### config.mk
export PLATFORM = sky130hd
export DESIGN_NAME = command_line_pipeline_tokenizer
export DESIGN_NICKNAME = d
export VERILOG_FILES = /design/src/rtl/clpt_pkg.sv /design/src/rtl/clpt_front.sv /design/src/rtl/clpt_queue.sv /design/src/rtl/clpt_back.sv /design/src/rtl/command_line_pipeline_tokenizer.sv
export SDC_FILE = /design/constraint.sdc
export NUM_CORES = 1
export LEC_CHECK = 0
export BUFFER_PORTS_ARGS = -buffer_cell sky130_fd_sc_hd__buf_2
export CAP_MARGIN = 30
export CORE_MARGIN = 2
export CORE_UTILIZATION = 58
export CTS_CLUSTER_SIZE = 16
export DETAILED_ROUTE_END_ITERATION = 8
export HOLD_SLACK_MARGIN = 0.12
export PLACE_DENSITY = 0.81
export RECOVER_POWER = 50
export REMOVE_ABC_BUFFERS = 1
export SYNTH_ARGS = -nofsm -noshare
export SYNTH_HDL_FRONTEND = slang
export SYNTH_SLANG_ARGS = --single-unit
### constraint.sdc
create_clock -name i_clk -period 8.1 [get_ports i_clk]
set_input_delay 0 -clock i_clk [delete_from_list [all_inputs] [get_ports i_clk]]
set_output_delay 0 -clock i_clk [all_outputs]
set_load 0.005 [all_outputs]
### src/rtl/clpt_pkg.sv
// Shared types and constants of the command line pipeline tokenizer.
// Used by clpt_front, clpt_queue, clpt_back and the top level; no dependencies.
package clpt_pkg;

    // Scanner modes, one-hot
    typedef enum logic [5:0] {
        M_BETWEEN = 6'b000001,
        M_WORD    = 6'b000010,
        M_QUOTED  = 6'b000100,
        M_QFULL   = 6'b001000,
        M_GT      = 6'b010000,
        M_DISCARD = 6'b100000
    } t_mode;

    // Token roles; the pending redirection uses the same codes, NONE sharing ARG's
    localparam logic [1:0] R_ARG    = 2'd0;
    localparam logic [1:0] R_IN     = 2'd1;
    localparam logic [1:0] R_OUT    = 2'd2;
    localparam logic [1:0] R_APPEND = 2'd3;
    localparam logic [1:0] P_NONE   = 2'd0;

    // Result event codes
    localparam logic [2:0] EV_ARGBYTE = 3'd0;
    localparam logic [2:0] EV_ARGEND  = 3'd1;
    localparam logic [2:0] EV_INBYTE  = 3'd2;
    localparam logic [2:0] EV_OUTBYTE = 3'd3;
    localparam logic [2:0] EV_NAMEEND = 3'd4;
    localparam logic [2:0] EV_PIPE    = 3'd5;
    localparam logic [2:0] EV_LINEEND = 3'd6;

    // Line status codes
    localparam logic [2:0] ST_OK         = 3'd0;
    localparam logic [2:0] ST_EMPTY_PIPE = 3'd1;
    localparam logic [2:0] ST_MANY_CMDS  = 3'd2;
    localparam logic [2:0] ST_NO_NAME    = 3'd3;
    localparam logic [2:0] ST_MANY_ARGS  = 3'd4;
    localparam logic [2:0] ST_EMPTY_LAST = 3'd5;

    // Input action codes
    localparam logic ACT_BYTE    = 1'b0;
    localparam logic ACT_LINEEND = 1'b1;

    // Special bytes
    localparam logic [7:0] CH_NUL  = 8'h00;
    localparam logic [7:0] CH_TAB  = 8'h09;
    localparam logic [7:0] CH_SP   = 8'h20;
    localparam logic [7:0] CH_DQ   = 8'h22;
    localparam logic [7:0] CH_SQ   = 8'h27;
    localparam logic [7:0] CH_LT   = 8'h3C;
    localparam logic [7:0] CH_GT   = 8'h3E;
    localparam logic [7:0] CH_PIPE = 8'h7C;

    // Result queue geometry
    localparam int QDEPTH = 4;
    localparam int QAW    = 2;

    // One result event
    typedef struct packed {
        logic [2:0] ev;
        logic [7:0] ch;
        logic [2:0] cmd;
        logic [3:0] arg;
        logic       app;
        logic [2:0] st;
    } t_res;

    // All results of one input item
    typedef struct packed {
        logic [1:0]       cnt;
        t_res [2:0]       res;
    } t_bundle;

    // Front to queue write
    typedef struct packed {
        logic    valid;
        t_bundle bundle;
    } t_push;

endpackage

### src/rtl/clpt_front.sv
// Front part of the tokenizer: scanner state and classification of each byte.
// Turns one accepted item into a bundle of up to three result events; uses clpt_pkg.
module clpt_front #(
    parameter int MAX_TOKEN_LEN = 128,
    parameter int MAX_ARGS      = 16,
    parameter int MAX_COMMANDS  = 8,
    parameter int FILENAME_LEN  = 128
) (
    input  logic              i_clk,
    input  logic              i_rst_n,
    input  logic              i_valid,
    input  logic              i_ready,
    input  logic              i_action,
    input  logic [7:0]        i_char,
    output clpt_pkg::t_push   o_push
);

    localparam int LW = $clog2(MAX_TOKEN_LEN);
    localparam int CW = $clog2(MAX_COMMANDS + 1);
    localparam int AW = $clog2(MAX_ARGS + 1);

    clpt_pkg::t_mode r_mode, n_mode;
    logic            r_qd, n_qd;
    logic [LW-1:0]   r_len, n_len;
    logic [1:0]      r_role, n_role;
    logic [1:0]      r_pend, n_pend;
    logic [CW-1:0]   r_cmd, n_cmd;
    logic [AW-1:0]   r_arg, n_arg;
    logic [2:0]      r_err, n_err;

    clpt_pkg::t_res [2:0] res;
    logic [1:0]           cnt;
    logic                 do_between;
    logic                 limit;
    logic [7:0]           qch;
    logic [2:0]           st;
    logic                 accept;

    assign accept = i_valid & i_ready;

    function automatic clpt_pkg::t_res mk(input logic [2:0] ev, input logic [7:0] ch,
                                          input logic [2:0] cmd, input logic [3:0] arg,
                                          input logic app, input logic [2:0] lst);
        clpt_pkg::t_res r;
        r.ev  = ev;
        r.ch  = ch;
        r.cmd = cmd;
        r.arg = arg;
        r.app = app;
        r.st  = lst;
        return r;
    endfunction

    // Classify the item and work out the next scanner state
    always_comb begin
        n_mode     = r_mode;
        n_qd       = r_qd;
        n_len      = r_len;
        n_role     = r_role;
        n_pend     = r_pend;
        n_cmd      = r_cmd;
        n_arg      = r_arg;
        n_err      = r_err;
        res        = '0;
        cnt        = 2'd0;
        do_between = 1'b0;
        limit      = 1'b0;
        st         = clpt_pkg::ST_OK;
        qch        = r_qd ? clpt_pkg::CH_DQ : clpt_pkg::CH_SQ;

        if (i_action == clpt_pkg::ACT_LINEEND) begin
            // close an open token, then report the line
            if (r_mode == clpt_pkg::M_WORD || r_mode == clpt_pkg::M_QUOTED) begin
                if (r_role == clpt_pkg::R_ARG) begin
                    res[cnt] = mk(clpt_pkg::EV_ARGEND, 8'd0, 3'(32'(r_cmd) - 1),
                                  4'(32'(r_arg) - 1), 1'b0, clpt_pkg::ST_OK);
                end else begin
                    res[cnt] = mk(clpt_pkg::EV_NAMEEND, 8'd0, 3'(32'(r_cmd) - 1), 4'd0,
                                  r_role == clpt_pkg::R_APPEND, clpt_pkg::ST_OK);
                end
                cnt = cnt + 2'd1;
            end
            if (r_err != clpt_pkg::ST_OK) begin
                st = r_err;
            end else if (r_mode == clpt_pkg::M_GT || r_pend != clpt_pkg::P_NONE) begin
                st = clpt_pkg::ST_NO_NAME;
            end else if (r_arg == '0 && 32'(r_cmd) > 1) begin
                st = clpt_pkg::ST_EMPTY_LAST;
            end
            res[cnt] = mk(clpt_pkg::EV_LINEEND, 8'd0, 3'(32'(r_cmd) - 1), 4'd0, 1'b0, st);
            cnt      = cnt + 2'd1;
            n_mode   = clpt_pkg::M_BETWEEN;
            n_qd     = 1'b0;
            n_len    = '0;
            n_role   = clpt_pkg::R_ARG;
            n_pend   = clpt_pkg::P_NONE;
            n_cmd    = CW'(1);
            n_arg    = '0;
            n_err    = clpt_pkg::ST_OK;
        end else begin
            case (r_mode)
                clpt_pkg::M_BETWEEN: begin
                    do_between = 1'b1;
                end
                clpt_pkg::M_WORD, clpt_pkg::M_QUOTED: begin
                    if (r_mode == clpt_pkg::M_WORD && (i_char inside {clpt_pkg::CH_NUL,
                            clpt_pkg::CH_SP, clpt_pkg::CH_TAB, clpt_pkg::CH_PIPE,
                            clpt_pkg::CH_LT, clpt_pkg::CH_GT})) begin
                        // separator or operator ends the word
                        limit      = 1'b1;
                        n_mode     = clpt_pkg::M_BETWEEN;
                        do_between = 1'b1;
                    end else if (r_mode == clpt_pkg::M_QUOTED && i_char == qch) begin
                        limit  = 1'b1;
                        n_mode = clpt_pkg::M_BETWEEN;
                    end else if (r_mode == clpt_pkg::M_QUOTED && i_char == clpt_pkg::CH_NUL) begin
                        limit  = 1'b1;
                        n_mode = clpt_pkg::M_DISCARD;
                    end else begin
                        // token byte
                        if (r_role == clpt_pkg::R_ARG) begin
                            res[cnt] = mk(clpt_pkg::EV_ARGBYTE, i_char, 3'(32'(r_cmd) - 1),
                                          4'(32'(r_arg) - 1), 1'b0, clpt_pkg::ST_OK);
                            cnt = cnt + 2'd1;
                        end else if (32'(r_len) < 32'(FILENAME_LEN - 1)) begin
                            res[cnt] = mk((r_role == clpt_pkg::R_IN) ? clpt_pkg::EV_INBYTE :
                                          clpt_pkg::EV_OUTBYTE, i_char, 3'(32'(r_cmd) - 1),
                                          4'd0, 1'b0, clpt_pkg::ST_OK);
                            cnt = cnt + 2'd1;
                        end
                        n_len = r_len + LW'(1);
                        if (32'(n_len) >= 32'(MAX_TOKEN_LEN - 1)) begin
                            limit  = 1'b1;
                            n_mode = (r_mode == clpt_pkg::M_WORD) ? clpt_pkg::M_BETWEEN :
                                     clpt_pkg::M_QFULL;
                        end
                    end
                    // limit here flags a token end to report
                    if (limit) begin
                        if (r_role == clpt_pkg::R_ARG) begin
                            res[cnt] = mk(clpt_pkg::EV_ARGEND, 8'd0, 3'(32'(r_cmd) - 1),
                                          4'(32'(r_arg) - 1), 1'b0, clpt_pkg::ST_OK);
                        end else begin
                            res[cnt] = mk(clpt_pkg::EV_NAMEEND, 8'd0, 3'(32'(r_cmd) - 1),
                                          4'd0, r_role == clpt_pkg::R_APPEND,
                                          clpt_pkg::ST_OK);
                        end
                        cnt = cnt + 2'd1;
                    end
                end
                clpt_pkg::M_QFULL: begin
                    // a closing quote right after the limit is dropped
                    n_mode     = clpt_pkg::M_BETWEEN;
                    do_between = (i_char != qch);
                end
                clpt_pkg::M_GT: begin
                    n_mode = clpt_pkg::M_BETWEEN;
                    if (i_char == clpt_pkg::CH_GT) begin
                        n_pend = clpt_pkg::R_APPEND;
                    end else begin
                        n_pend     = clpt_pkg::R_OUT;
                        do_between = 1'b1;
                    end
                end
                default: begin
                end
            endcase

            // Scan a byte outside any token
            if (do_between) begin
                if (i_char inside {clpt_pkg::CH_SP, clpt_pkg::CH_TAB}) begin
                    n_mode = n_mode;
                end else if (i_char == clpt_pkg::CH_NUL) begin
                    n_mode = clpt_pkg::M_DISCARD;
                end else if (i_char inside {clpt_pkg::CH_PIPE, clpt_pkg::CH_LT,
                                            clpt_pkg::CH_GT}) begin
                    if (n_pend != clpt_pkg::P_NONE) begin
                        n_err  = clpt_pkg::ST_NO_NAME;
                        n_mode = clpt_pkg::M_DISCARD;
                    end else if (i_char == clpt_pkg::CH_PIPE) begin
                        if (n_arg == '0) begin
                            n_err  = clpt_pkg::ST_EMPTY_PIPE;
                            n_mode = clpt_pkg::M_DISCARD;
                        end else if (32'(n_cmd) >= 32'(MAX_COMMANDS)) begin
                            n_err  = clpt_pkg::ST_MANY_CMDS;
                            n_mode = clpt_pkg::M_DISCARD;
                        end else begin
                            n_cmd    = n_cmd + CW'(1);
                            n_arg    = '0;
                            res[cnt] = mk(clpt_pkg::EV_PIPE, 8'd0, 3'(32'(n_cmd) - 1), 4'd0,
                                          1'b0, clpt_pkg::ST_OK);
                            cnt      = cnt + 2'd1;
                        end
                    end else if (i_char == clpt_pkg::CH_LT) begin
                        n_pend = clpt_pkg::R_IN;
                    end else begin
                        n_mode = clpt_pkg::M_GT;
                    end
                end else if (n_pend == clpt_pkg::P_NONE && 32'(n_arg) >= 32'(MAX_ARGS)) begin
                    n_err  = clpt_pkg::ST_MANY_ARGS;
                    n_mode = clpt_pkg::M_DISCARD;
                end else begin
                    // start a token
                    if (n_pend == clpt_pkg::P_NONE) begin
                        n_arg  = n_arg + AW'(1);
                        n_role = clpt_pkg::R_ARG;
                    end else begin
                        n_role = n_pend;
                        n_pend = clpt_pkg::P_NONE;
                    end
                    n_len = '0;
                    if (i_char inside {clpt_pkg::CH_SQ, clpt_pkg::CH_DQ}) begin
                        n_qd   = (i_char == clpt_pkg::CH_DQ);
                        n_mode = clpt_pkg::M_QUOTED;
                    end else begin
                        n_mode = clpt_pkg::M_WORD;
                        if (n_role == clpt_pkg::R_ARG) begin
                            res[cnt] = mk(clpt_pkg::EV_ARGBYTE, i_char, 3'(32'(n_cmd) - 1),
                                          4'(32'(n_arg) - 1), 1'b0, clpt_pkg::ST_OK);
                        end else begin
                            res[cnt] = mk((n_role == clpt_pkg::R_IN) ? clpt_pkg::EV_INBYTE :
                                          clpt_pkg::EV_OUTBYTE, i_char, 3'(32'(n_cmd) - 1),
                                          4'd0, 1'b0, clpt_pkg::ST_OK);
                        end
                        cnt   = cnt + 2'd1;
                        n_len = LW'(1);
                        if (1 >= MAX_TOKEN_LEN - 1) begin
                            if (n_role == clpt_pkg::R_ARG) begin
                                res[cnt] = mk(clpt_pkg::EV_ARGEND, 8'd0, 3'(32'(n_cmd) - 1),
                                              4'(32'(n_arg) - 1), 1'b0, clpt_pkg::ST_OK);
                            end else begin
                                res[cnt] = mk(clpt_pkg::EV_NAMEEND, 8'd0,
                                              3'(32'(n_cmd) - 1), 4'd0,
                                              n_role == clpt_pkg::R_APPEND,
                                              clpt_pkg::ST_OK);
                            end
                            cnt    = cnt + 2'd1;
                            n_mode = clpt_pkg::M_BETWEEN;
                        end
                    end
                end
            end
        end
    end

    // Hand the bundle to the queue when the item produced results
    always_comb begin
        o_push.valid      = accept && (cnt != 2'd0);
        o_push.bundle.cnt = cnt;
        o_push.bundle.res = res;
    end

    // Advance scanner state on each accepted beat
    always_ff @(posedge i_clk) begin
        if (!i_rst_n) begin
            r_mode <= clpt_pkg::M_BETWEEN;
            r_qd   <= 1'b0;
            r_len  <= '0;
            r_role <= clpt_pkg::R_ARG;
            r_pend <= clpt_pkg::P_NONE;
            r_cmd  <= CW'(1);
            r_arg  <= '0;
            r_err  <= clpt_pkg::ST_OK;
        end else if (accept) begin
            r_mode <= n_mode;
            r_qd   <= n_qd;
            r_len  <= n_len;
            r_role <= n_role;
            r_pend <= n_pend;
            r_cmd  <= n_cmd;
            r_arg  <= n_arg;
            r_err  <= n_err;
        end
    end

endmodule

### src/rtl/clpt_queue.sv
// Short queue of result bundles between the tokenizer front and back.
// Register based ring buffer; uses clpt_pkg for the bundle type and depth.
module clpt_queue (
    input  logic              i_clk,
    input  logic              i_rst_n,
    input  clpt_pkg::t_push   i_push,
    output logic              o_full,
    output logic              o_valid,
    output clpt_pkg::t_bundle o_data,
    input  logic              i_pop
);

    clpt_pkg::t_bundle r_mem [clpt_pkg::QDEPTH];
    logic [clpt_pkg::QAW-1:0] r_wr, r_rd;
    logic [clpt_pkg::QAW:0]   r_cnt;
    logic                     push, pop;

    assign o_full  = (r_cnt == (clpt_pkg::QAW + 1)'(clpt_pkg::QDEPTH));
    assign o_valid = (r_cnt != '0);
    assign o_data  = r_mem[r_rd];
    assign push    = i_push.valid && !o_full;
    assign pop     = i_pop && o_valid;

    // Store pushed bundles
    always_ff @(posedge i_clk) begin
        if (push) begin
            r_mem[r_wr] <= i_push.bundle;
        end
    end

    // Advance pointers and fill level
    always_ff @(posedge i_clk) begin
        if (!i_rst_n) begin
            r_wr  <= '0;
            r_rd  <= '0;
            r_cnt <= '0;
        end else begin
            if (push) begin
                r_wr <= r_wr + clpt_pkg::QAW'(1);
            end
            if (pop) begin
                r_rd <= r_rd + clpt_pkg::QAW'(1);
            end
            case ({push, pop})
                2'b10:   r_cnt <= r_cnt + (clpt_pkg::QAW + 1)'(1);
                2'b01:   r_cnt <= r_cnt - (clpt_pkg::QAW + 1)'(1);
                default: r_cnt <= r_cnt;
            endcase
        end
    end

endmodule

### src/rtl/clpt_back.sv
// Back part of the tokenizer: unpacks queued bundles into single result beats.
// Drives the output stream and marks the final beat of each item; uses clpt_pkg.
module clpt_back (
    input  logic              i_clk,
    input  logic              i_rst_n,
    input  logic              i_q_valid,
    input  clpt_pkg::t_bundle i_q_data,
    output logic              o_q_pop,
    output logic              o_valid,
    input  logic              i_ready,
    output clpt_pkg::t_res    o_res,
    output logic              o_last
);

    clpt_pkg::t_bundle r_bundle;
    logic              r_busy;
    logic [1:0]        r_idx;
    logic              done;

    assign o_valid = r_busy;
    assign o_res   = r_bundle.res[r_idx];
    assign o_last  = (r_idx == r_bundle.cnt - 2'd1);
    assign done    = r_busy && i_ready && o_last;
    assign o_q_pop = i_q_valid && (!r_busy || done);

    // Load the next bundle; hold the current one while stalled
    always_ff @(posedge i_clk) begin
        if (o_q_pop) begin
            r_bundle <= i_q_data;
        end
    end

    // Step through the results of the current bundle
    always_ff @(posedge i_clk) begin
        if (!i_rst_n) begin
            r_busy <= 1'b0;
            r_idx  <= 2'd0;
        end else if (o_q_pop) begin
            r_busy <= 1'b1;
            r_idx  <= 2'd0;
        end else if (done) begin
            r_busy <= 1'b0;
            r_idx  <= 2'd0;
        end else if (r_busy && i_ready) begin
            r_idx <= r_idx + 2'd1;
        end
    end

endmodule

### src/rtl/command_line_pipeline_tokenizer.sv
// Command line pipeline tokenizer, top level.
// Connects clpt_front, clpt_queue and clpt_back; uses clpt_pkg.
//
// Usage:
//   Input stream: one beat per line byte (tuser = 0, byte in tdata) or one
//   beat for the end of the line (tuser = 1). Output stream: one beat per
//   event (argument/filename byte, token end, pipe, line end), event code in
//   tuser, tlast on the final event caused by one input beat.
//   Throughput: one input beat per cycle while the bundle queue is not full.
//   Items that cause no event are not queued; an item with n events gives n
//   output beats. Each event is registered in the bundle queue and then in
//   the output stage before it can be taken at the output.
//   A four-entry bundle queue between the scanner and the output stage lets
//   the input keep flowing while the receiver stalls; tready drops only when
//   that queue is full. Stalled output beats hold their value.
//   Reset (synchronous, active low) returns the scanner to the start of a
//   line and empties the queue and the output stage.
//   Errors are reported once, in the line end status; bytes after an error
//   are dropped until the end of the line.
module command_line_pipeline_tokenizer #(
    parameter int MAX_TOKEN_LEN = 128,
    parameter int MAX_ARGS      = 16,
    parameter int MAX_COMMANDS  = 8,
    parameter int FILENAME_LEN  = 128
) (
    input  logic        i_clk,
    input  logic        i_rst_n,
    input  logic        i_s_axis_tvalid,
    output logic        o_s_axis_tready,
    input  logic [7:0]  i_s_axis_tdata,   // [7:0] char_in
    input  logic        i_s_axis_tuser,   // [0] action
    output logic        o_m_axis_tvalid,
    input  logic        i_m_axis_tready,
    output logic [23:0] o_m_axis_tdata,   // [7:0] char_out, [10:8] command_index,
                                          // [14:11] arg_index, [15] append_mode,
                                          // [18:16] line_status, [23:19] zero
    output logic [2:0]  o_m_axis_tuser,   // [2:0] event_res
    output logic        o_m_axis_tlast    // last event of the input beat
);

    clpt_pkg::t_push   push;
    clpt_pkg::t_bundle q_data;
    clpt_pkg::t_res    res;
    logic              q_full, q_valid, q_pop;

    assign o_s_axis_tready = !q_full;

    clpt_front #(
        .MAX_TOKEN_LEN (MAX_TOKEN_LEN),
        .MAX_ARGS      (MAX_ARGS),
        .MAX_COMMANDS  (MAX_COMMANDS),
        .FILENAME_LEN  (FILENAME_LEN)
    ) u_front (
        .i_clk    (i_clk),
        .i_rst_n  (i_rst_n),
        .i_valid  (i_s_axis_tvalid),
        .i_ready  (o_s_axis_tready),
        .i_action (i_s_axis_tuser),
        .i_char   (i_s_axis_tdata),
        .o_push   (push)
    );

    clpt_queue u_queue (
        .i_clk   (i_clk),
        .i_rst_n (i_rst_n),
        .i_push  (push),
        .o_full  (q_full),
        .o_valid (q_valid),
        .o_data  (q_data),
        .i_pop   (q_pop)
    );

    clpt_back u_back (
        .i_clk     (i_clk),
        .i_rst_n   (i_rst_n),
        .i_q_valid (q_valid),
        .i_q_data  (q_data),
        .o_q_pop   (q_pop),
        .o_valid   (o_m_axis_tvalid),
        .i_ready   (i_m_axis_tready),
        .o_res     (res),
        .o_last    (o_m_axis_tlast)
    );

    // Pack the output beat
    assign o_m_axis_tuser = res.ev;
    assign o_m_axis_tdata = {5'd0, res.st, res.app, res.arg, res.cmd, res.ch};

`ifndef SYNTHESIS
    // A line end is always the final event of its input beat
    a_lineend_last: assert property (@(posedge i_clk) disable iff (!i_rst_n)
        (o_m_axis_tvalid && o_m_axis_tuser == clpt_pkg::EV_LINEEND) |-> o_m_axis_tlast)
        else $error("line end event without tlast");

    // Only a line end carries a status
    a_status_lineend: assert property (@(posedge i_clk) disable iff (!i_rst_n)
        (o_m_axis_tvalid && o_m_axis_tuser != clpt_pkg::EV_LINEEND)
            |-> (o_m_axis_tdata[18:16] == clpt_pkg::ST_OK))
        else $error("status on an event other than line end");

    // Reset empties the output stage
    a_reset_idle: assert property (@(posedge i_clk)
        !i_rst_n |=> !o_m_axis_tvalid)
        else $error("output valid right after reset");
`endif

endmodule
* Yosys cells after proc, flatten, opt, wreduce, memory -nomap -nowiden
Memory sizes are Yosys's and may differ from the RTL's. A register that Yosys moved wholly into a read port is not among the register bits. Index checks and enable logic that the tools add are counted.
Word-level totals: flip-flop bits (word level) 40, bits in writable memories 272, input bits 13, output and inout port bits 30, word-level logic and storage cells 310, memories 1
Memories:
- u_queue.r_mem | words 4, bits a word 68, read ports 1, clocked after Yosys merged registers in 1, write ports 1, line clpt_queue.sv:13 | clpt_pkg::t_bundle r_mem [clpt_pkg::QDEPTH];
Operators by class: add/subtract/negate cells 16, order comparisons 12, eq/ne operators 35, mux-type cells 183, bitwise logic cells 2, reductions and logical operators 48
Operators with widths (count):
- $mux W66 | 16
- $bwmux W66 | 6
- $mux W22 | 14
- $demux W22 S2 | 3
- $mux W2 | 46
- $mux W6 | 15
- $mux W5 | 17
- $mux W7 | 10
- $mux W3 | 16
- $bmux W22 S2 | 1
- $eq A8 B6 Y1 const B | 5
- $mux W4 | 10
- $mux W1 | 26
- $reduce_bool A2 Y1 | 11
- $reduce_and A9 Y1 | 2
- $logic_and A1 B1 Y1 | 14
- $ne A2 B2 Y1 const B | 7
- $reduce_and A7 Y1 | 2
- $add A2 B1 Y2 const B | 6
- $lt A2 B3 Y1 const B | 4
- $pmux W6 S2 | 1
- $reduce_bool A3 Y1 | 4
- $ne A3 B3 Y1 const B | 3
- $sub A3 B1 Y3 const B | 3
- other kinds (41) | 54

* Logic depth before layout (Yosys ltp)
Gate-level depths: netlist of run 1.
word-level depth 27, mapped depth 20, depth with buffers taken out 19

* Hierarchy
Synthesis of run 1 repeated with hierarchy kept, for this count alone.
Unflattened totals: cells, all modules 1106, area, all modules 16819.9 µm²
By module, submodules not included:
- clpt_queue | times used 1, cells each 408, area an instance 10319.9 µm², seq. area each 8348.0 µm²
- clpt_front | times used 1, cells each 525, area an instance 3751.1 µm², seq. area each 600.6 µm²
- clpt_back | times used 1, cells each 166, area an instance 2703.8 µm², seq. area each 2102.0 µm²
- command_line_pipeline_tokenizer | times used 1, cells each 7, area an instance 45.0 µm², seq. area each 0.0 µm²

* Worst setup path after synthesis of run 1
No wires, ideal clock.
kind register to register, start point register u_back.r_idx[1], end point register u_queue.r_cnt[2] in the netlist's numbering, library setup time 70 ps, data arrival time 6045 ps, required time 8030 ps, setup slack 1985 ps, cell stages (with the launch flop) 12, path buffers 1, period minus slack after synthesis 6115 ps, cells stage by stage dfxtp_1 -> clkbuf_1 -> xnor2_1 -> mux2i_1 -> nand2_1 -> a21oi_1 -> ha_1 -> inv_1 -> fa_1 -> xor2_1 -> or3_1 -> a21oi_1
On the way: cells in the longest elaborated chain, start to end 7, elaborated cells between the ends (all ways) 9, classes of those cells eq/ne (3); mux (1); reduce/logical (5)
RTL lines:
- from (decl) | line clpt_back.sv:17 | logic [1:0] r_idx;
- from (signal assigned) | line clpt_back.sv:45 | r_idx <= r_idx + 2'd1;
- $eq A2 B2 Y1 (*) | line clpt_back.sv:22 | assign o_last = (r_idx == r_bundle.cnt - 2'd1);
- net o_m_axis_tlast | line command_line_pipeline_tokenizer.sv:38 | output logic o_m_axis_tlast
- $logic_and A1 B1 Y1 (*) | line clpt_back.sv:23 | assign done = r_busy && i_ready && o_last;
- $logic_or A1 B1 Y1 (*) | line clpt_back.sv:24 | assign o_q_pop = i_q_valid && (!r_busy || done);
- $logic_and A1 B1 Y1 (*) | line clpt_back.sv:24
- net q_pop | line command_line_pipeline_tokenizer.sv:44 | logic q_full, q_valid, q_pop;
- $logic_and A1 B1 Y1 (*) | line clpt_queue.sv:22 | assign pop = i_pop && o_valid;
- $eq A2 B1 Y1 / $eq A2 B2 Y1 (equally long branches) | line clpt_queue.sv:44 | case ({push, pop})
- $pmux W3 S2 / $reduce_bool A2 Y1 (equally long branches)
- to (signal assigned) | line clpt_queue.sv:45 | 2'b10: r_cnt <= r_cnt + (clpt_pkg::QAW + 1)'(1);
- to (signal assigned) | line clpt_queue.sv:46 | 2'b01: r_cnt <= r_cnt - (clpt_pkg::QAW + 1)'(1);
- to (signal assigned) | line clpt_queue.sv:47 | default: r_cnt <= r_cnt;
- to (decl) | line clpt_queue.sv:15 | logic [clpt_pkg::QAW:0] r_cnt;
Mark *: on every way through the listed nets, which the timed path passes. The rest lies on a longest branch. A chain may end at the register's enable or synchronous reset.

* Final worst setup path of run 1
start point register u_back.r_idx[0], end point register, netlist name u_back.r_bundle[60]
On the way: cells in the longest elaborated chain, start to end 4
RTL lines (line):
- $eq A2 B2 Y1 | clpt_back.sv:22
- $logic_and A1 B1 Y1 | clpt_back.sv:23
- $logic_or A1 B1 Y1 | clpt_back.sv:24
- $logic_and A1 B1 Y1 | clpt_back.sv:24
- net q_pop | command_line_pipeline_tokenizer.sv:44
The timed path passes the listed nets, and every way through them passes these cells.

==> results of run 1 <==
## routing by layer
metal / vias to the layer above / track usage [%] / wire length, µm
met3: 105 / 4.44 / 2620
met4: 0 / 11.4 / 1360
li1: 4091 / - / -
met5: - / 0 / 0
met2: 475 / 40.7 / 16800
met1: 4663 / 34.5 / 14100
## power by group through the flow
stage          Sequential (mW)  Combinational (mW)  Clock, mW
4_1_cts                   2.72                1.25       1.76
3_5_place_dp              2.75                1.22          0
2_1_floorplan             2.80               0.793          0
3_3_place_gp              2.72                1.19          0
5_1_grt                   2.78                1.34       1.82
6_report                  2.74                1.23       1.74
## synth_stat cells, drive strengths merged, types with 6 or more instances
cell type	number	share of area, %
nand3	22	0.71
o21ai	45	1.5
nand2	82	2.0
ha	17	1.4
a31oi	9	0.36
clkbuf	33	0.92
and3	9	0.38
nor3	17	0.55
dfxtp	40	5.1
nor2b	9	0.36
or3	12	0.52
xor2	8	0.45
nor2	63	1.5
xnor2	11	0.62
mux4	64	9.3
o22ai	7	0.32
nand4	8	0.32
buf	24	0.90
edfxtp	320	62
o21a	6	0.29
nor4	6	0.34
and2	35	1.4
mux2i	34	2.2
nand2b	6	0.24
inv	17	0.41
a21oi	40	1.4
## worst max path at each step
| stage | to | depth (start not counted) | slack, ns | start |
|---|---|---|---|---|
| 5_1_grt | u_back.r_bundle[50] | 7 | 1.61 | u_back.r_idx[0] |
| 6_report | u_back.r_bundle[60] | 7 | 2.12 | u_back.r_idx[0] |
| 3_3_place_gp | u_queue.r_mem[3][39] | 13 | 3.24 | u_front.r_mode[0] |
| 3_5_place_dp | u_queue.r_mem[3][17] | 13 | 3.17 | u_front.r_mode[0] |
| 4_1_cts | u_queue.r_mem[3][13] | 13 | 3.16 | u_front.r_mode[0] |
| 2_1_floorplan | u_queue.r_cnt[2] | 10 | 1.51 | u_back.r_idx[0] |
## per-stage QoR
step                      total power, mW  util [%]  cell area (µm²)
after floorplan                      3.59         -            15300
after global placement               3.91      61.2            16000
after detailed placement             3.97      61.2            16000
after CTS                            5.73      66.3            17400
after global routing                 5.94      66.0            17300
final                                5.71      66.0            17300
## cell usage in the layout, fill, tap and decap left out, types with 10 or more instances in the layout
master and count:
a21oi_1 38, and2_0 13, and2_1 19, buf_2 16, clkbuf_1 32, clkbuf_16 36, dfxtp_1 39, dlygate4sd3_1 10
edfxtp_1 320, ha_1 17, inv_1 17, mux2i_1 34, mux4_2 64, nand2_1 82, nand3_1 22, nor2_1 63
nor3_1 17, o21ai_0 43, or3_1 10, xnor2_1 11
## area by class of cell
type                            count  area, µm²  share of cell area [%]
Sequential cell                   360      10400                    60.2
Clock inverter                     18        284                    1.64
Tap cell                          335        419                    2.42
Multi-Input combinational cell    599       4810                    27.8
Clock buffer                       46        948                    5.49
Timing Repair Buffer               62        352                    2.03
Inverter                           17       63.8                   0.369
## logic make-up (layout without fill, tap and decap cells)
group / Yosys count / in the layout / share of synthesized area [%]
other: 1 / 5 / 0.0241
muxes: 98 / 98 / 11.4
xor gates and xnor gates: 19 / 19 / 1.07
adders and majority gates: 18 / 18 / 1.50
DFF: 360 / 360 / 66.9
buffers and inverters: 74 / 143 / 2.23
and+or+nand+nor: 296 / 296 / 9.83
AOI/OAI and AO/OA: 163 / 163 / 7.03
## critical path, stage by stage (launching register included)
cell	delay [ns]
dfxtp_1	0.31
clkbuf_1	0.94
nand2b_1	0.48
mux2i_1	0.32
nand2_1	0.18
a21oi_4	0.16
clkbuf_1	0.27
clkbuf_1	2.71
## state kept, by name, summed over array words and instances (netlist names)
name / flops
u_back.o_valid: 1
u_back.r_bundle: 64
u_back.r_idx: 2
u_front.r_arg: 5
u_front.r_cmd: 4
u_front.r_err: 3
u_front.r_len: 7
u_front.r_mode: 6
u_front.r_pend: 2
u_front.r_qd: 1
u_front.r_role: 2
u_queue.r_cnt: 3
u_queue.r_mem: 256
u_queue.r_rd: 2
u_queue.r_wr: 2
==> impl_metrics.toml, run 1 <==
[timing]
tns_ns = 0
finalCritPeriodShare_pct = 73.9
holdWs_ns = 0.170
worst_pin_slew_ns = 3.90
max_freq_mhz = 167
finalClockSkew_ns = 0.0392
setup_viol = 0
slew_viol_final = 139
hold_violations = 0
maxSlewHeadroom_pct = -160
final.setup.worst_slack_ns = 2.12
period_needed_ns = 5.98
rsz0062_at_grt = "no"

[grt]
antenna_found_initial = 0
overflow = 0
first_global_vias = 9413
grt_max_degree = 69
grt_usage_pct = 25.3
grt_first_pass_wirelength_um = 54100

[detailed_routing]
vias = 9334
antenna_left = 0
drt_pass1_iterations = 5
drc_errors = 0
wl_per_cell_um = 24.3
drt_iter0_drc = 1040
via_per_inst = 6.50
routed_wl_um = 34900

[setup_path]
critical_path_arrival_ns = 6.02
reg2reg_slack_ns = 2.12
cp-start-kind = "flop"
required_ns = 8.13
r2r_end = "u_back.r_bundle[60]"
r2r_cells = 7
crit_type = "reg -> reg"
end_kind = "flop"
cp_max_fo = 63
rr_startpoint = "u_back.r_idx[0]"

[cts]
cts-root-buf = "clkbuf_16"
cts_resized = 0
worstSkewPairLatency_ns = 0.55
htreeDepth = 2
clock_sinks = 360
clk_path_buf_depth = 3
cts_made_buffers = 36
cts_tree = "done"
post-cts-setup-buffers = 0
postCtsHoldBufs = 10
path_clk_slew_ns = 0.06

[finish]
n_fill_cell = 1735
drive_gt1_share_pct = 15.6
syn_to_final_growth_pct = 11.1
antenna_cells = 0
nNetsFinal = 1107
fin_cells = 1437

[die]
fp-row-count = 59
die_x_um = 168
ioPinCount = 43
coreArea_mm2 = 0.0262
die_y_um = 168
initial_core_util_pct = 59.4
die_area_mm2 = 0.0282

[place]
placed_cells = 1362
port_buffers = 37
gp_congestion = 0.996
place_ws_ns = 3.17
hpwl_um = 20800

[pwr]
ir_worst_vdd_mv = 0.186
seq_power_share_pct = 48.0
p_clk_share_pct = 30.4
powerDensity_mw_per_mm2 = 330
power_switching_mw = 1.57
internal_power_mw = 4.14
combPwrFrac_pct = 21.5
switching_share_pct = 27.5
p_leak_nw = 5.62

[synth]
ys_seq_area_share_pct = 66.9
yosysWarnings = 0
syn_inst = 1029
synth_area_per_cell_um2 = 15.1
synth_top_flop_cell = "edfxtp_1"
ys_types = 83
synth.cell_area_mm2 = 0.0156
ys_seq_elements = 360
async_flop_share_pct = 0
synth-edff-count = 320

[min_path]
hp-start = "i_s_axis_tvalid"
whs_path_depth = 4
worstHoldPathType = "in -> reg"
hold_end = "u_front.r_pend[0]"

[run_status]
violations = "capacitance limit, slew limit"
status = "finished, violations left"

[flow_run]
drv_cap = 3
Note: power is estimated with default switching activity, not from simulation.
==> run 2: changes to the inputs <==
- CORE_UTILIZATION: 58 -> 56
- PLACE_DENSITY: 0.81 -> 0.82
- clock period: 8.1 -> 4.8 ns (I/O delays scaled with it)
==> impl_metrics.toml, run 2 (synthesis results as in run 1) <==
[setup_path]
cpPeakStageDelay_ns = 0.54
r2r_cells = 18
cp-start-kind = "input pin"
rr_startpoint = "u_front.r_qd"
r2r_end = "u_queue.r_cnt[2]"
cp_cell_sequence = "dlygate4sd3_1 -> buf_2 -> or3_1 -> or3_2 -> nor4_4 -> or3_1 -> nor2_1 -> ha_1 -> nand2_1 -> ha_1 -> o21ai_0 -> o31a_1 -> o31ai_4 -> inv_1 -> ha_1 -> inv_1 -> fa_1 -> xor2_1 -> or3_1 -> a21oi_1"
critical_path_arrival_ns = 4.95
cp_max_fo = 7
required_ns = 5.24
startpoint = "i_s_axis_tdata[7]"
crit_type = "in -> reg"
end_kind = "flop"
crit_path_top_delay_cell = "dlygate4sd3_1"
reg2reg_slack_ns = 0.39

[die]
die_area_mm2 = 0.0291
die_y_um = 171
coreArea_mm2 = 0.0276
fp-row-count = 61
ioPinCount = 43
die_x_um = 171
initial_core_util_pct = 56.5

[cts]
path_clk_slew_ns = 0.06
worstSkewPairLatency_ns = 0.54
cts-root-buf = "clkbuf_16"
cts_tree = "done"
clk_path_buf_depth = 3
cts_made_buffers = 37
htreeDepth = 2
clock_sinks = 360

[place]
gp_congestion = 0.983
port_buffers = 37
hpwl_um = 20900

[min_path]
hold_end = "u_front.r_cmd[3]"
hp-start = "i_s_axis_tuser"
worstHoldPathType = "in -> reg"
whs_path_depth = 4

[grt]
overflow = 0
grt_first_pass_wirelength_um = 54000
grt_usage_pct = 24.7
first_global_vias = 9444
antenna_found_initial = 0
grt_max_degree = 65

[pwr]
p_leak_nw = 5.74
powerDensity_mw_per_mm2 = 551
ir_worst_vdd_mv = 0.409

[run_status]
violations = "capacitance limit, slew limit"
status = "finished, violations left"

[finish]
max_flop_register = "u_queue.r_mem"
syn_to_final_growth_pct = 13.1
n_fill_cell = 1931
layout.cells.most_common = "edfxtp_1"
multiInputGateArea_mm2 = 0.00482
final_cell_mix = "edfxtp_1 (320), nand2_1 (82), mux4_2 (64)"
antenna_cells = 0
nNetsFinal = 1123
drive_gt1_share_pct = 16.7
reg_top3 = "u_queue.r_mem: 256 flops, u_back.r_bundle: 64 flops, u_front.r_len: 7 flops"
utilization_pct = 63.9
regArea_mm2 = 0.0104
largest_reg_flops = 256

[timing]
max_freq_mhz = 222
period_needed_ns = 4.51
finalClockSkew_ns = 0.0257
rsz0062_at_grt = "no"
finalCritPeriodShare_pct = 93.9
worst_pin_slew_ns = 2.42
hold_violations = 0
maxSlewHeadroom_pct = -61.1
slew_viol_final = 87
tns_ns = 0
setup_viol = 0

[detailed_routing]
vias = 9286
drt_iter0_drc = 770
antenna_left = 0
via_per_inst = 6.19
drt_pass1_iterations = 7
drc_errors = 0
routed_wl_um = 34500
wl_per_cell_um = 23.0

[flow_run]
drv_cap = 3
-- run 2: changes by cell type in the layout (fill, tap and decap cells not counted), sizes merged --
cell         before  now
dlygate4sd3      10   12
bufinv            6    7
clkbuf           74   78
buf              24   33
inv              21   19
clkinv            6   11
-- run 2: cell type report --
| cell class | instances | area share [%] |
|---|---|---|
| clock buffer | 46 | 5.68 |
| clock inverter | 22 | 1.80 |
| tap | 378 | 2.69 |
| sequential | 360 | 59.1 |
| timing repair buffer | 77 | 2.95 |
| inverter | 17 | 0.362 |
| multi-input combinational | 599 | 27.4 |
-- run 2: how the worst max path moves through the flow --
stage	to	slack, ns	cells past startpoint
floorplan	u_queue.r_cnt[2]	-1.79	10
global placement	u_queue.r_cnt[2]	0.48	18
detailed placement	u_queue.r_cnt[2]	0.36	19
CTS	u_queue.r_cnt[2]	0.31	20
global route	u_queue.r_cnt[2]	0.06	20
finish	u_queue.r_cnt[2]	0.29	20
-- run 2: report_power, final --
| group | switching (mW) | total (mW) | internal, mW | leakage [nW] |
|---|---|---|---|---|
| registers | 0.247 | 4.57 | 4.32 | 3.29 |
| logic | 1.20 | 2.08 | 0.881 | 1.81 |
| clock network | 1.18 | 3.06 | 1.87 | 0.637 |
| total | 2.63 | 9.71 | 7.08 | 5.74 |
-- run 2: stage by stage --
step | total power [mW] | setup slack [ns] | hold WS [ns] | cells | area (µm²)
after global placement | 6.66 | 0.482 | 0.362 | 1419 | 16300
after CTS | 9.82 | 0.306 | 0.178 | 1499 | 17700
final | 9.71 | 0.293 | 0.193 | 1499 | 17600
after detailed placement | 6.75 | 0.363 | 0.380 | 1419 | 16300
after floorplan | 6.06 | -1.79 | 0.117 | 976 | 15300
after global routing | 10.1 | 0.0586 | 0.214 | 1499 | 17600
-- run 2: critical path, delay by kind of cell --
family | cells | cell delay [ns]
simple gates | 7 | 2.01
fa+ha+maj | 4 | 1.24
buf+inv | 4 | 0.87
compound gates | 4 | 0.65
xor+xnor | 1 | 0.16
-- run 2: routing by layer --
metal	routed length, µm	vias up	share of wire (%)	track usage [%]
li1	-	4127	-	-
met1	14500	4689	42	33.8
met2	16500	395	48	40.5
met3	2550	75	7.4	4.26
met4	971	0	2.8	8.32
met5	0	-	0	1.04
-- run 2: timing repair --
item | CTS | global route
hold buffers | 12 | 0
hold endpoints to repair | 118 | 0
resized for setup | 0 | 3
setup endpoints to repair | 0 | 1
setup buffers | 0 | 0
